<file path="src/design/lcc_pkg.sv">
// ----------------------------------------------------------------------------
// lcc_pkg: shared definitions for the largest contour centroid block
// Field widths, register indexes, reset values and the sequencer state type.
// ----------------------------------------------------------------------------
package lcc_pkg;

  // field widths
  localparam int PX_W   = 9;
  localparam int PY_W   = 8;
  localparam int AREA_W = 17;
  localparam int STEP_W = 8;
  localparam int PROD_W = PX_W + PY_W;

  // default contour length limit
  localparam int MAX_POINTS_DEF = 4096;

  // configuration register indexes
  localparam int CFG_IDX_W = 2;
  localparam logic [CFG_IDX_W-1:0] CFG_MIN_AREA  = 2'd0;
  localparam logic [CFG_IDX_W-1:0] CFG_GRID_STEP = 2'd1;
  localparam logic [CFG_IDX_W-1:0] CFG_DEFAULT_X = 2'd2;
  localparam logic [CFG_IDX_W-1:0] CFG_DEFAULT_Y = 2'd3;

  // configuration reset values
  localparam logic [AREA_W-1:0] MIN_AREA_RST  = 17'd4000;
  localparam logic [STEP_W-1:0] GRID_STEP_RST = 8'd20;
  localparam logic [PX_W-1:0]   DEFAULT_X_RST = 9'd160;
  localparam logic [PY_W-1:0]   DEFAULT_Y_RST = 8'd120;

  // sequencer states
  typedef enum logic [4:0] {
    ST_IDLE,
    ST_POINT,
    ST_CROSS_B,
    ST_CROSS_C,
    ST_CLOSE_A,
    ST_CLOSE_B,
    ST_CLOSE_C,
    ST_ABS,
    ST_BEST,
    ST_CHECK,
    ST_DX_GO,
    ST_DX_WAIT,
    ST_DY_GO,
    ST_DY_WAIT,
    ST_QX_GO,
    ST_QX_WAIT,
    ST_QY_GO,
    ST_QY_WAIT,
    ST_MUL_X,
    ST_MUL_Y,
    ST_OUT
  } lcc_state_t;

endpackage

</file>
<file path="src/design/largest_contour_centroid.sv">
// ----------------------------------------------------------------------------
// largest_contour_centroid: centroid of the largest contour of a frame
// Shoelace area per contour, best contour kept, mean point quantized.
// ----------------------------------------------------------------------------
// Usage:
//   The input channel carries one contour point per item, with marks for
//   the last point of a contour and of a frame. in_stall is high while the
//   sequencer works on the accepted item: ST_POINT alone for the first
//   point of a contour, ST_POINT to ST_CROSS_C for a following point, and
//   ST_CLOSE_A to ST_BEST in addition when it ends a contour. A frame end
//   then runs ST_CHECK, four divides, ST_MUL_X, ST_MUL_Y and ST_OUT when a
//   contour qualifies, or ST_CHECK and ST_OUT when none does. The rate is
//   set by the single shared 9x8 multiplier and the bit-serial divider.
//   One result item per frame leaves on the output channel from an output
//   register; new points are taken while it waits. A frame end that
//   finishes while the previous result is still stalled waits for it.
//   Configuration writes on cfg_we are applied in the same cycle edge;
//   they must be made only while the block is idle, which it does not enforce.
//   Synchronous reset clears all contour and frame state, drops out_valid
//   and restores the configuration registers to their defaults.
// ----------------------------------------------------------------------------
module largest_contour_centroid #(
  parameter int MAX_POINTS = lcc_pkg::MAX_POINTS_DEF
) (
  input  logic                         clk,
  input  logic                         rst_n,
  // configuration
  input  logic                         cfg_we,
  input  logic [lcc_pkg::CFG_IDX_W-1:0] cfg_index,
  input  logic [lcc_pkg::AREA_W-1:0]   cfg_data,
  // point input
  input  logic                         in_valid,
  output logic                         in_stall,
  input  logic [lcc_pkg::PX_W-1:0]     in_point_x,
  input  logic [lcc_pkg::PY_W-1:0]     in_point_y,
  input  logic                         in_contour_end,
  input  logic                         in_frame_end,
  // result output
  output logic                         out_valid,
  input  logic                         out_stall,
  output logic [lcc_pkg::PX_W-1:0]     out_center_x,
  output logic [lcc_pkg::PY_W-1:0]     out_center_y,
  output logic                         out_found
);

  import lcc_pkg::*;

  localparam int CNT_W    = $clog2(MAX_POINTS + 1);
  localparam int SUM_X_W  = PX_W + $clog2(MAX_POINTS);
  localparam int SUM_Y_W  = PY_W + $clog2(MAX_POINTS);
  localparam int CROSS_W  = PROD_W + 1 + $clog2(MAX_POINTS + 1);
  localparam int DIV_DW   = SUM_X_W;
  localparam int DIV_VW   = (CNT_W > STEP_W) ? CNT_W : STEP_W;

  lcc_state_t state_r, state_nxt;

  // configuration registers
  logic [AREA_W-1:0] min_area_r;
  logic [STEP_W-1:0] grid_step_r;
  logic [PX_W-1:0]   default_x_r;
  logic [PY_W-1:0]   default_y_r;

  // latched item
  logic [PX_W-1:0] x_r;
  logic [PY_W-1:0] y_r;
  logic            close_r;
  logic            fend_r;

  // current contour
  logic [PX_W-1:0]           first_x_r, prev_x_r;
  logic [PY_W-1:0]           first_y_r, prev_y_r;
  logic signed [CROSS_W-1:0] cross_r;
  logic [SUM_X_W-1:0]        sum_x_r;
  logic [SUM_Y_W-1:0]        sum_y_r;
  logic [CNT_W-1:0]          cnt_r;

  // best contour of the frame
  logic [CROSS_W-1:0] best_area_r;
  logic [SUM_X_W-1:0] best_sx_r;
  logic [SUM_Y_W-1:0] best_sy_r;
  logic [CNT_W-1:0]   best_cnt_r;
  logic               have_best_r;

  // result path
  logic [PX_W-1:0] mean_x_r, qx_r, res_x_r;
  logic [PY_W-1:0] mean_y_r, qy_r;
  logic            found_r;

  // output register
  logic            out_valid_r;
  logic [PX_W-1:0] out_x_r;
  logic [PY_W-1:0] out_y_r;
  logic            out_found_r;

  // shared multiplier
  logic [PX_W-1:0]   mul_a;
  logic [PY_W-1:0]   mul_b;
  logic              mul_en;
  logic [PROD_W-1:0] prod;
  logic [PROD_W-1:0] prod_r;
  logic signed [CROSS_W-1:0] prod_ext;

  // shared divider
  logic              div_start;
  logic [DIV_DW-1:0] div_dividend;
  logic [DIV_VW-1:0] div_divisor;
  logic              div_done;
  logic [DIV_DW-1:0] div_quo;

  logic [STEP_W-1:0]  step;
  logic               in_acc;
  logic               out_free;
  logic [CROSS_W-1:0] area;
  logic               qualifies;

  assign in_acc    = in_valid && !in_stall;
  assign out_free  = !out_valid_r || !out_stall;
  assign step      = (grid_step_r == '0) ? STEP_W'(1) : grid_step_r;
  assign prod      = PROD_W'(mul_a) * PROD_W'(mul_b);
  assign prod_ext  = $signed(CROSS_W'(prod_r));
  assign area      = $unsigned(cross_r);
  assign qualifies = (best_cnt_r != '0) && (best_area_r > CROSS_W'({min_area_r, 1'b0}));

  lcc_div #(
    .DW(DIV_DW),
    .VW(DIV_VW)
  ) u_div (
    .clk      (clk),
    .rst_n    (rst_n),
    .start    (div_start),
    .dividend (div_dividend),
    .divisor  (div_divisor),
    .done     (div_done),
    .quotient (div_quo)
  );

  // state register
  always_ff @(posedge clk) begin
    if (!rst_n) begin
      state_r <= ST_IDLE;
    end else begin
      state_r <= state_nxt;
    end
  end

  // next state, multiplier and divider operands
  always_comb begin
    state_nxt    = state_r;
    mul_a        = '0;
    mul_b        = '0;
    mul_en       = 1'b0;
    div_start    = 1'b0;
    div_dividend = '0;
    div_divisor  = '0;
    unique case (state_r)
      ST_IDLE: begin
        if (in_acc) state_nxt = ST_POINT;
      end
      ST_POINT: begin
        if (cnt_r != '0 && cnt_r < CNT_W'(MAX_POINTS)) begin
          mul_a     = prev_x_r;
          mul_b     = y_r;
          mul_en    = 1'b1;
          state_nxt = ST_CROSS_B;
        end else begin
          state_nxt = close_r ? ST_CLOSE_A : ST_IDLE;
        end
      end
      ST_CROSS_B: begin
        mul_a     = x_r;
        mul_b     = prev_y_r;
        mul_en    = 1'b1;
        state_nxt = ST_CROSS_C;
      end
      ST_CROSS_C: begin
        state_nxt = close_r ? ST_CLOSE_A : ST_IDLE;
      end
      ST_CLOSE_A: begin
        mul_a     = prev_x_r;
        mul_b     = first_y_r;
        mul_en    = 1'b1;
        state_nxt = ST_CLOSE_B;
      end
      ST_CLOSE_B: begin
        mul_a     = first_x_r;
        mul_b     = prev_y_r;
        mul_en    = 1'b1;
        state_nxt = ST_CLOSE_C;
      end
      ST_CLOSE_C: state_nxt = ST_ABS;
      ST_ABS:     state_nxt = ST_BEST;
      ST_BEST:    state_nxt = fend_r ? ST_CHECK : ST_IDLE;
      ST_CHECK:   state_nxt = qualifies ? ST_DX_GO : ST_OUT;
      ST_DX_GO: begin
        div_start    = 1'b1;
        div_dividend = best_sx_r;
        div_divisor  = DIV_VW'(best_cnt_r);
        state_nxt    = ST_DX_WAIT;
      end
      ST_DX_WAIT: if (div_done) state_nxt = ST_DY_GO;
      ST_DY_GO: begin
        div_start    = 1'b1;
        div_dividend = DIV_DW'(best_sy_r);
        div_divisor  = DIV_VW'(best_cnt_r);
        state_nxt    = ST_DY_WAIT;
      end
      ST_DY_WAIT: if (div_done) state_nxt = ST_QX_GO;
      ST_QX_GO: begin
        div_start    = 1'b1;
        div_dividend = DIV_DW'(mean_x_r);
        div_divisor  = DIV_VW'(step);
        state_nxt    = ST_QX_WAIT;
      end
      ST_QX_WAIT: if (div_done) state_nxt = ST_QY_GO;
      ST_QY_GO: begin
        div_start    = 1'b1;
        div_dividend = DIV_DW'(mean_y_r);
        div_divisor  = DIV_VW'(step);
        state_nxt    = ST_QY_WAIT;
      end
      ST_QY_WAIT: if (div_done) state_nxt = ST_MUL_X;
      ST_MUL_X: begin
        mul_a     = qx_r;
        mul_b     = step;
        mul_en    = 1'b1;
        state_nxt = ST_MUL_Y;
      end
      ST_MUL_Y: begin
        mul_a     = PX_W'(qy_r);
        mul_b     = step;
        mul_en    = 1'b1;
        state_nxt = ST_OUT;
      end
      ST_OUT: begin
        if (out_free) state_nxt = ST_IDLE;
      end
      default: state_nxt = ST_IDLE;
    endcase
  end

  // configuration registers
  always_ff @(posedge clk) begin
    if (!rst_n) begin
      min_area_r  <= MIN_AREA_RST;
      grid_step_r <= GRID_STEP_RST;
      default_x_r <= DEFAULT_X_RST;
      default_y_r <= DEFAULT_Y_RST;
    end else if (cfg_we) begin
      unique case (cfg_index)
        CFG_MIN_AREA:  min_area_r  <= cfg_data;
        CFG_GRID_STEP: grid_step_r <= cfg_data[STEP_W-1:0];
        CFG_DEFAULT_X: default_x_r <= cfg_data[PX_W-1:0];
        CFG_DEFAULT_Y: default_y_r <= cfg_data[PY_W-1:0];
        default: ;
      endcase
    end
  end

  // product register, loaded only when the multiplier is in use
  always_ff @(posedge clk) begin
    if (mul_en) prod_r <= prod;
  end

  // item latch
  always_ff @(posedge clk) begin
    if (in_acc) begin
      x_r     <= in_point_x;
      y_r     <= in_point_y;
      close_r <= in_contour_end || in_frame_end;
      fend_r  <= in_frame_end;
    end
  end

  // contour and frame accumulators
  always_ff @(posedge clk) begin
    if (!rst_n) begin
      first_x_r   <= '0;
      first_y_r   <= '0;
      prev_x_r    <= '0;
      prev_y_r    <= '0;
      cross_r     <= '0;
      sum_x_r     <= '0;
      sum_y_r     <= '0;
      cnt_r       <= '0;
      best_area_r <= '0;
      best_sx_r   <= '0;
      best_sy_r   <= '0;
      best_cnt_r  <= '0;
      have_best_r <= 1'b0;
      found_r     <= 1'b0;
    end else begin
      unique case (state_r)
        // first point of a contour
        ST_POINT: begin
          if (cnt_r == '0) begin
            first_x_r <= x_r;
            first_y_r <= y_r;
            prev_x_r  <= x_r;
            prev_y_r  <= y_r;
            sum_x_r   <= SUM_X_W'(x_r);
            sum_y_r   <= SUM_Y_W'(y_r);
            cnt_r     <= CNT_W'(1);
          end
        end
        ST_CROSS_B: cross_r <= cross_r + prod_ext;
        // following point: finish cross term and advance
        ST_CROSS_C: begin
          cross_r  <= cross_r - prod_ext;
          prev_x_r <= x_r;
          prev_y_r <= y_r;
          sum_x_r  <= sum_x_r + SUM_X_W'(x_r);
          sum_y_r  <= sum_y_r + SUM_Y_W'(y_r);
          cnt_r    <= cnt_r + CNT_W'(1);
        end
        // closing edge back to the first point
        ST_CLOSE_B: cross_r <= cross_r + prod_ext;
        ST_CLOSE_C: cross_r <= cross_r - prod_ext;
        ST_ABS: begin
          if (cross_r[CROSS_W-1]) cross_r <= -cross_r;
        end
        // keep the first contour of largest area
        ST_BEST: begin
          if (!have_best_r || area > best_area_r) begin
            best_area_r <= area;
            best_sx_r   <= sum_x_r;
            best_sy_r   <= sum_y_r;
            best_cnt_r  <= cnt_r;
            have_best_r <= 1'b1;
          end
          first_x_r <= '0;
          first_y_r <= '0;
          prev_x_r  <= '0;
          prev_y_r  <= '0;
          cross_r   <= '0;
          sum_x_r   <= '0;
          sum_y_r   <= '0;
          cnt_r     <= '0;
        end
        ST_CHECK: found_r <= qualifies;
        // frame done: clear best contour
        ST_OUT: begin
          if (out_free) begin
            best_area_r <= '0;
            best_sx_r   <= '0;
            best_sy_r   <= '0;
            best_cnt_r  <= '0;
            have_best_r <= 1'b0;
          end
        end
        default: ;
      endcase
    end
  end

  // quotients and quantized coordinates
  always_ff @(posedge clk) begin
    if (state_r == ST_DX_WAIT && div_done) mean_x_r <= div_quo[PX_W-1:0];
    if (state_r == ST_DY_WAIT && div_done) mean_y_r <= div_quo[PY_W-1:0];
    if (state_r == ST_QX_WAIT && div_done) qx_r     <= div_quo[PX_W-1:0];
    if (state_r == ST_QY_WAIT && div_done) qy_r     <= div_quo[PY_W-1:0];
    if (state_r == ST_MUL_Y)               res_x_r  <= prod_r[PX_W-1:0];
  end

  // output register
  always_ff @(posedge clk) begin
    if (!rst_n) begin
      out_valid_r <= 1'b0;
    end else if (state_r == ST_OUT && out_free) begin
      out_valid_r <= 1'b1;
    end else if (!out_stall) begin
      out_valid_r <= 1'b0;
    end
  end

  always_ff @(posedge clk) begin
    if (state_r == ST_OUT && out_free) begin
      out_x_r     <= found_r ? res_x_r : default_x_r;
      out_y_r     <= found_r ? prod_r[PY_W-1:0] : default_y_r;
      out_found_r <= found_r;
    end
  end

  assign in_stall     = (state_r != ST_IDLE);
  assign out_valid    = out_valid_r;
  assign out_center_x = out_x_r;
  assign out_center_y = out_y_r;
  assign out_found    = out_found_r;

endmodule

</file>
<file path="src/design/lcc_div.sv">
// ----------------------------------------------------------------------------
// lcc_div: restoring divider
// Unsigned division, one quotient bit per cycle from start until done.
// ----------------------------------------------------------------------------
module lcc_div #(
  parameter int DW = 21,
  parameter int VW = 13
) (
  input  logic          clk,
  input  logic          rst_n,
  input  logic          start,
  input  logic [DW-1:0] dividend,
  input  logic [VW-1:0] divisor,
  output logic          done,
  output logic [DW-1:0] quotient
);

  localparam int CNT_W = $clog2(DW + 1);

  logic [DW-1:0]    quo_r;
  logic [VW-1:0]    rem_r;
  logic [VW-1:0]    dvs_r;
  logic [CNT_W-1:0] cnt_r;
  logic             busy_r;
  logic             done_r;

  logic [VW:0]   trial;
  logic          fits;
  logic [VW-1:0] rem_nxt;

  // one restoring step
  always_comb begin
    trial   = {rem_r, quo_r[DW-1]};
    fits    = (trial >= {1'b0, dvs_r});
    rem_nxt = fits ? VW'(trial - {1'b0, dvs_r}) : trial[VW-1:0];
  end

  // control
  always_ff @(posedge clk) begin
    if (!rst_n) begin
      busy_r <= 1'b0;
      done_r <= 1'b0;
      cnt_r  <= '0;
    end else begin
      done_r <= 1'b0;
      if (start) begin
        busy_r <= 1'b1;
        cnt_r  <= CNT_W'(DW);
      end else if (busy_r) begin
        cnt_r <= cnt_r - CNT_W'(1);
        if (cnt_r == CNT_W'(1)) begin
          busy_r <= 1'b0;
          done_r <= 1'b1;
        end
      end
    end
  end

  // datapath
  always_ff @(posedge clk) begin
    if (start) begin
      quo_r <= dividend;
      rem_r <= '0;
      dvs_r <= divisor;
    end else if (busy_r) begin
      quo_r <= {quo_r[DW-2:0], fits};
      rem_r <= rem_nxt;
    end
  end

  assign done     = done_r;
  assign quotient = quo_r;

endmodule

</file>
<file path="config.mk">
export PLATFORM = sky130hd
export DESIGN_NAME = largest_contour_centroid
export DESIGN_NICKNAME = d
export VERILOG_FILES = /design/src/design/lcc_pkg.sv /design/src/design/largest_contour_centroid.sv /design/src/design/lcc_div.sv
export SDC_FILE = /design/constraint.sdc
export NUM_CORES = 1
export LEC_CHECK = 0
export ABC_CLOCK_PERIOD_IN_PS = 6800
export BUFFER_PORTS_ARGS = -buffer_cell sky130_fd_sc_hd__buf_2
export CAP_MARGIN = 30
export CORE_ASPECT_RATIO = 1.1
export CORE_MARGIN = 8
export CORE_UTILIZATION = 60
export DETAILED_ROUTE_END_ITERATION = 16
export PLACE_DENSITY_LB_ADDON = 0.3
export SKIP_LAST_GASP = 1
export SLEW_MARGIN = 20
export SYNTH_ARGS = -nofsm -noshare
export SYNTH_HDL_FRONTEND = slang
export SYNTH_SLANG_ARGS = --single-unit
</file>
<file path="constraint.sdc">
create_clock -name clk -period 6.8 [get_ports clk]
set_input_delay 0.34 -clock clk [delete_from_list [all_inputs] [get_ports clk]]
set_output_delay 0.34 -clock clk [all_outputs]
set_load 0.03 [all_outputs]
</file>
==> reports/summary.txt <==
outcome - finished clean
worst vdd ir - 282 uV
post-synthesis mux area share - 1.20%
clock skew - 0.0223 ns
number of routed nets with antenna violations - 0
WHS Endpoint - fend_r
Top Family by Delay on Critical Path - adder cells
Filler Cells Inserted - 3,126
DR iter-0 viols - 1,937
hold path cells - 1
Routed met2 length - 31,300 um
Leakage Power - 10.1 nW
DR WL/cell - 19.8 um
WP data required - 7.07 ns
fmax - 157 MHz
pin count of the biggest net entering global routing - 126
Max Cap Viol - 0
Min Hold Slack - 0.0419 ns
Total GRT Usage - 27.0%
Final TNS setup - 0 ns
Final Net Count - 2,886
HPWL after DPL - 45,200 um
Buffers on Ports - 62
Antenna Cells - 0
fin worst setup slack - 0.438 ns
adder-cell area share of the yosys netlist - 12.0%
WL met1 - 25,400 um
critical path's slowest cell - a221oi_2
CP bufs+invs - 6
HP Start - in_frame_end
Post-Synth Simple-Gate Area - 19.1%
distinct cell type count after synthesis - 90
Ys Warns - 0
worst r2r dst - prod_r[16]
Seq. cell area - 9420 sq um
pwr/cell area - 325 nW/um^2
XOR/XNOR share of the synthesized area - 4.00%
met3 routed WL - 3780 um
CTS tree - done
setup-violating endpoint count in the final report - 0
Cell Area, Synth - 23,400 sq um
worst skew pair latency - 0.55 ns
leading area contributor after synthesis - dfxtp_1
register area share after synthesis - 40.2%
vias in the first global route - 19,100
Remaining Overflow, GRT - 0
combinational family with the most area after synthesis - simple AND/OR/NAND/NOR gates
Sinks on Clock Net - 405
total routed wirelength - 63,100 um
Starting Density - 60.3%
Rel. slew slack - 35.4%
Compound-Gate Fraction of Synth Area - 18.0%
Die W - 204 um
DRC viols - 0
Ports - 63
Worst R2R Path Depth - 24
endpoint class of the critical path - flop
Die Ht - 223 um
HP Class - in -> reg
worst-margin pin slew - 0.969 ns
Mapped Avg Cell Area - 8.94 sq um
GP Congestion - 0.940
R2R Path Start - cnt_r[0]
First-pass DRT Iterations - 8
Syn Inst Count - 2,618
Inserted Clock Buffers - 42
crit start category - flop
crit-path cells - inv_1, ha_1, nor4b_1, and3_1, nor3b_2, buf_4, a221oi_2, nor2_1, fa_1, inv_1, fa_1, inv_1, fa_1, inv_1, fa_1, inv_1, ha_1, nand2_1, o21ai_0, nand4_1, a31oi_1, a21o_1, a21oi_1, xnor2_1
share of cells above drive strength 1 - 10.5%
cell mode on critical path - inv_1
via/cell ratio - 6.27
slowest stage delay, CP - 0.68 ns
Slew Limit Fails - 0
clock slew at reported path FFs - 0.06 ns
die area - 45,600 sq um
CP Max Fanout - 9
H-Tree Depth - 2
final hold viol count - 0
Area Growth Syn to Fin - 10.1%
Root Driver - clkbuf_16
pre-CTS setup slack - 0.535 ns
Yosys reg bits - 405
vias - 20,000
net count after synthesis - 2,858
total power - 8.37 mW
Post-synth EDFFs - 131
critical path start-end classification - reg -> reg
Multi-input gate area - 12,700 sq um
Primary FF master, synth - dfxtp_1
final core occ - 66.5%
Area contributors post-synth - dfxtp_1 (23%), edfxtp_1 (17%), ha_1 (8.1%)
RSZ-0062 raised after global routing - no
core area - 38,800 sq um
clock buffer depth - 3
first-pass GRT wire length - 101,000 um
Arr. time, crit path - 6.63 ns
Synth top area share - 23.4%
Max Used Layer - met4
minimum clock period - 6.36 ns
fin crit share - 93.6%
Placement Rows - 76
Async SR Flop Fraction - 0%
reg2reg setup slack - 0.44 ns
Post-CTS Setup Bufs - 0
initial antenna violation count - 0
-- cells in the final DEF, fill, tap and decap left out, types with 32 or more instances in the layout --
cell,n
edfxtp_1,131
o21ai_0,173
ha_1,151
nand4_1,108
buf_4,41
or2_2,32
nor3_1,37
dfxtp_1,274
xnor2_1,64
buf_2,61
fa_1,46
nor2_1,206
nand2_1,318
clkbuf_16,44
a21oi_1,198
xor2_1,43
inv_1,170
a21o_1,37
nand3_1,39
-- report_power, final --
part	internal, mW	switching, mW	total (mW)
registers	2.74	0.365	3.11
clock network	1.41	0.965	2.38
logic	1.14	1.75	2.89
-- cell type report --
class                           instances  share of cell area, %
Multi-Input combinational cell       1898                   49.4
Tap cell                              507                   2.46
Clock inverter                         19                  0.791
Sequential cell                       405                   36.5
Timing Repair Buffer                  127                   3.51
Clock buffer                           58                   4.75
Inverter                              172                   2.51
-- flip-flops by register name (all words and copies together), names as in the netlist, 13 cells and up --
signal          count
u_div.dvs_r        13
u_div.rem_r        13
prod_r             17
sum_y_r            20
u_div.quotient     21
best_sx_r          21
cnt_r              13
best_sy_r          20
sum_x_r            21
best_area_r        31
best_cnt_r         13
min_area_r         17
area               31
-- metal layers --
layer	global-route usage, %	up-vias
met1	33.6	9603
met4	11.2	0
li1	-	9438
met5	0	-
met3	3.44	153
met2	46.5	790
-- synthesized netlist by cell type, types with 17 or more instances --
cell type,n
nor2_1,209
nor3_1,37
nand2_1,318
or3_1,19
a21o_1,37
a21oi_1,198
a22o_1,19
a22oi_1,29
buf_2,27
and3_1,31
or2_2,32
clkbuf_1,94
nor2b_1,18
fa_1,46
a222oi_1,22
o21ai_0,173
a211oi_1,24
xnor2_1,64
xor2_1,43
edfxtp_1,131
dfxtp_1,274
mux2_2,17
nand4_1,108
nand3_1,39
a31oi_1,29
inv_1,170
ha_1,151
-- worst max path at each step --
stage / from / end / slack [ns] / cells past startpoint
after floorplan: state_r[2] / prod_r[16] / 1.04 / 25
after global placement: cnt_r[0] / prod_r[16] / 0.62 / 24
after detailed placement: cnt_r[0] / prod_r[16] / 0.53 / 24
after CTS: cnt_r[0] / prod_r[16] / 0.49 / 24
after global routing: cnt_r[0] / prod_r[16] / 0.06 / 22
final: cnt_r[0] / prod_r[16] / 0.44 / 24
-- logic make-up after synthesis --
logic type | Yosys count
adder cells (fa/ha/maj) | 197
AO/OA/AOI/OAI | 662
multiplexers | 26
flip-flops | 405
buffers and inverters | 315
AND/OR/NAND/NOR | 906
XOR/XNOR | 107
-- metrics by stage --
stage	instance area, sq um	cells
CTS	25700	3179
floorplan	23400	2618
finish	25800	3186
global placement	24100	3084
detailed placement	24100	3085
global route	25800	3186
-- what timing repair did --
| item | in CTS | in global routing |
|---|---|---|
| hold endpoints to repair | 17 | 0 |
| resized for setup | 0 | 0 |
| hold buffers | 17 | 0 |
Note: power is estimated with default switching activity, not from simulation.
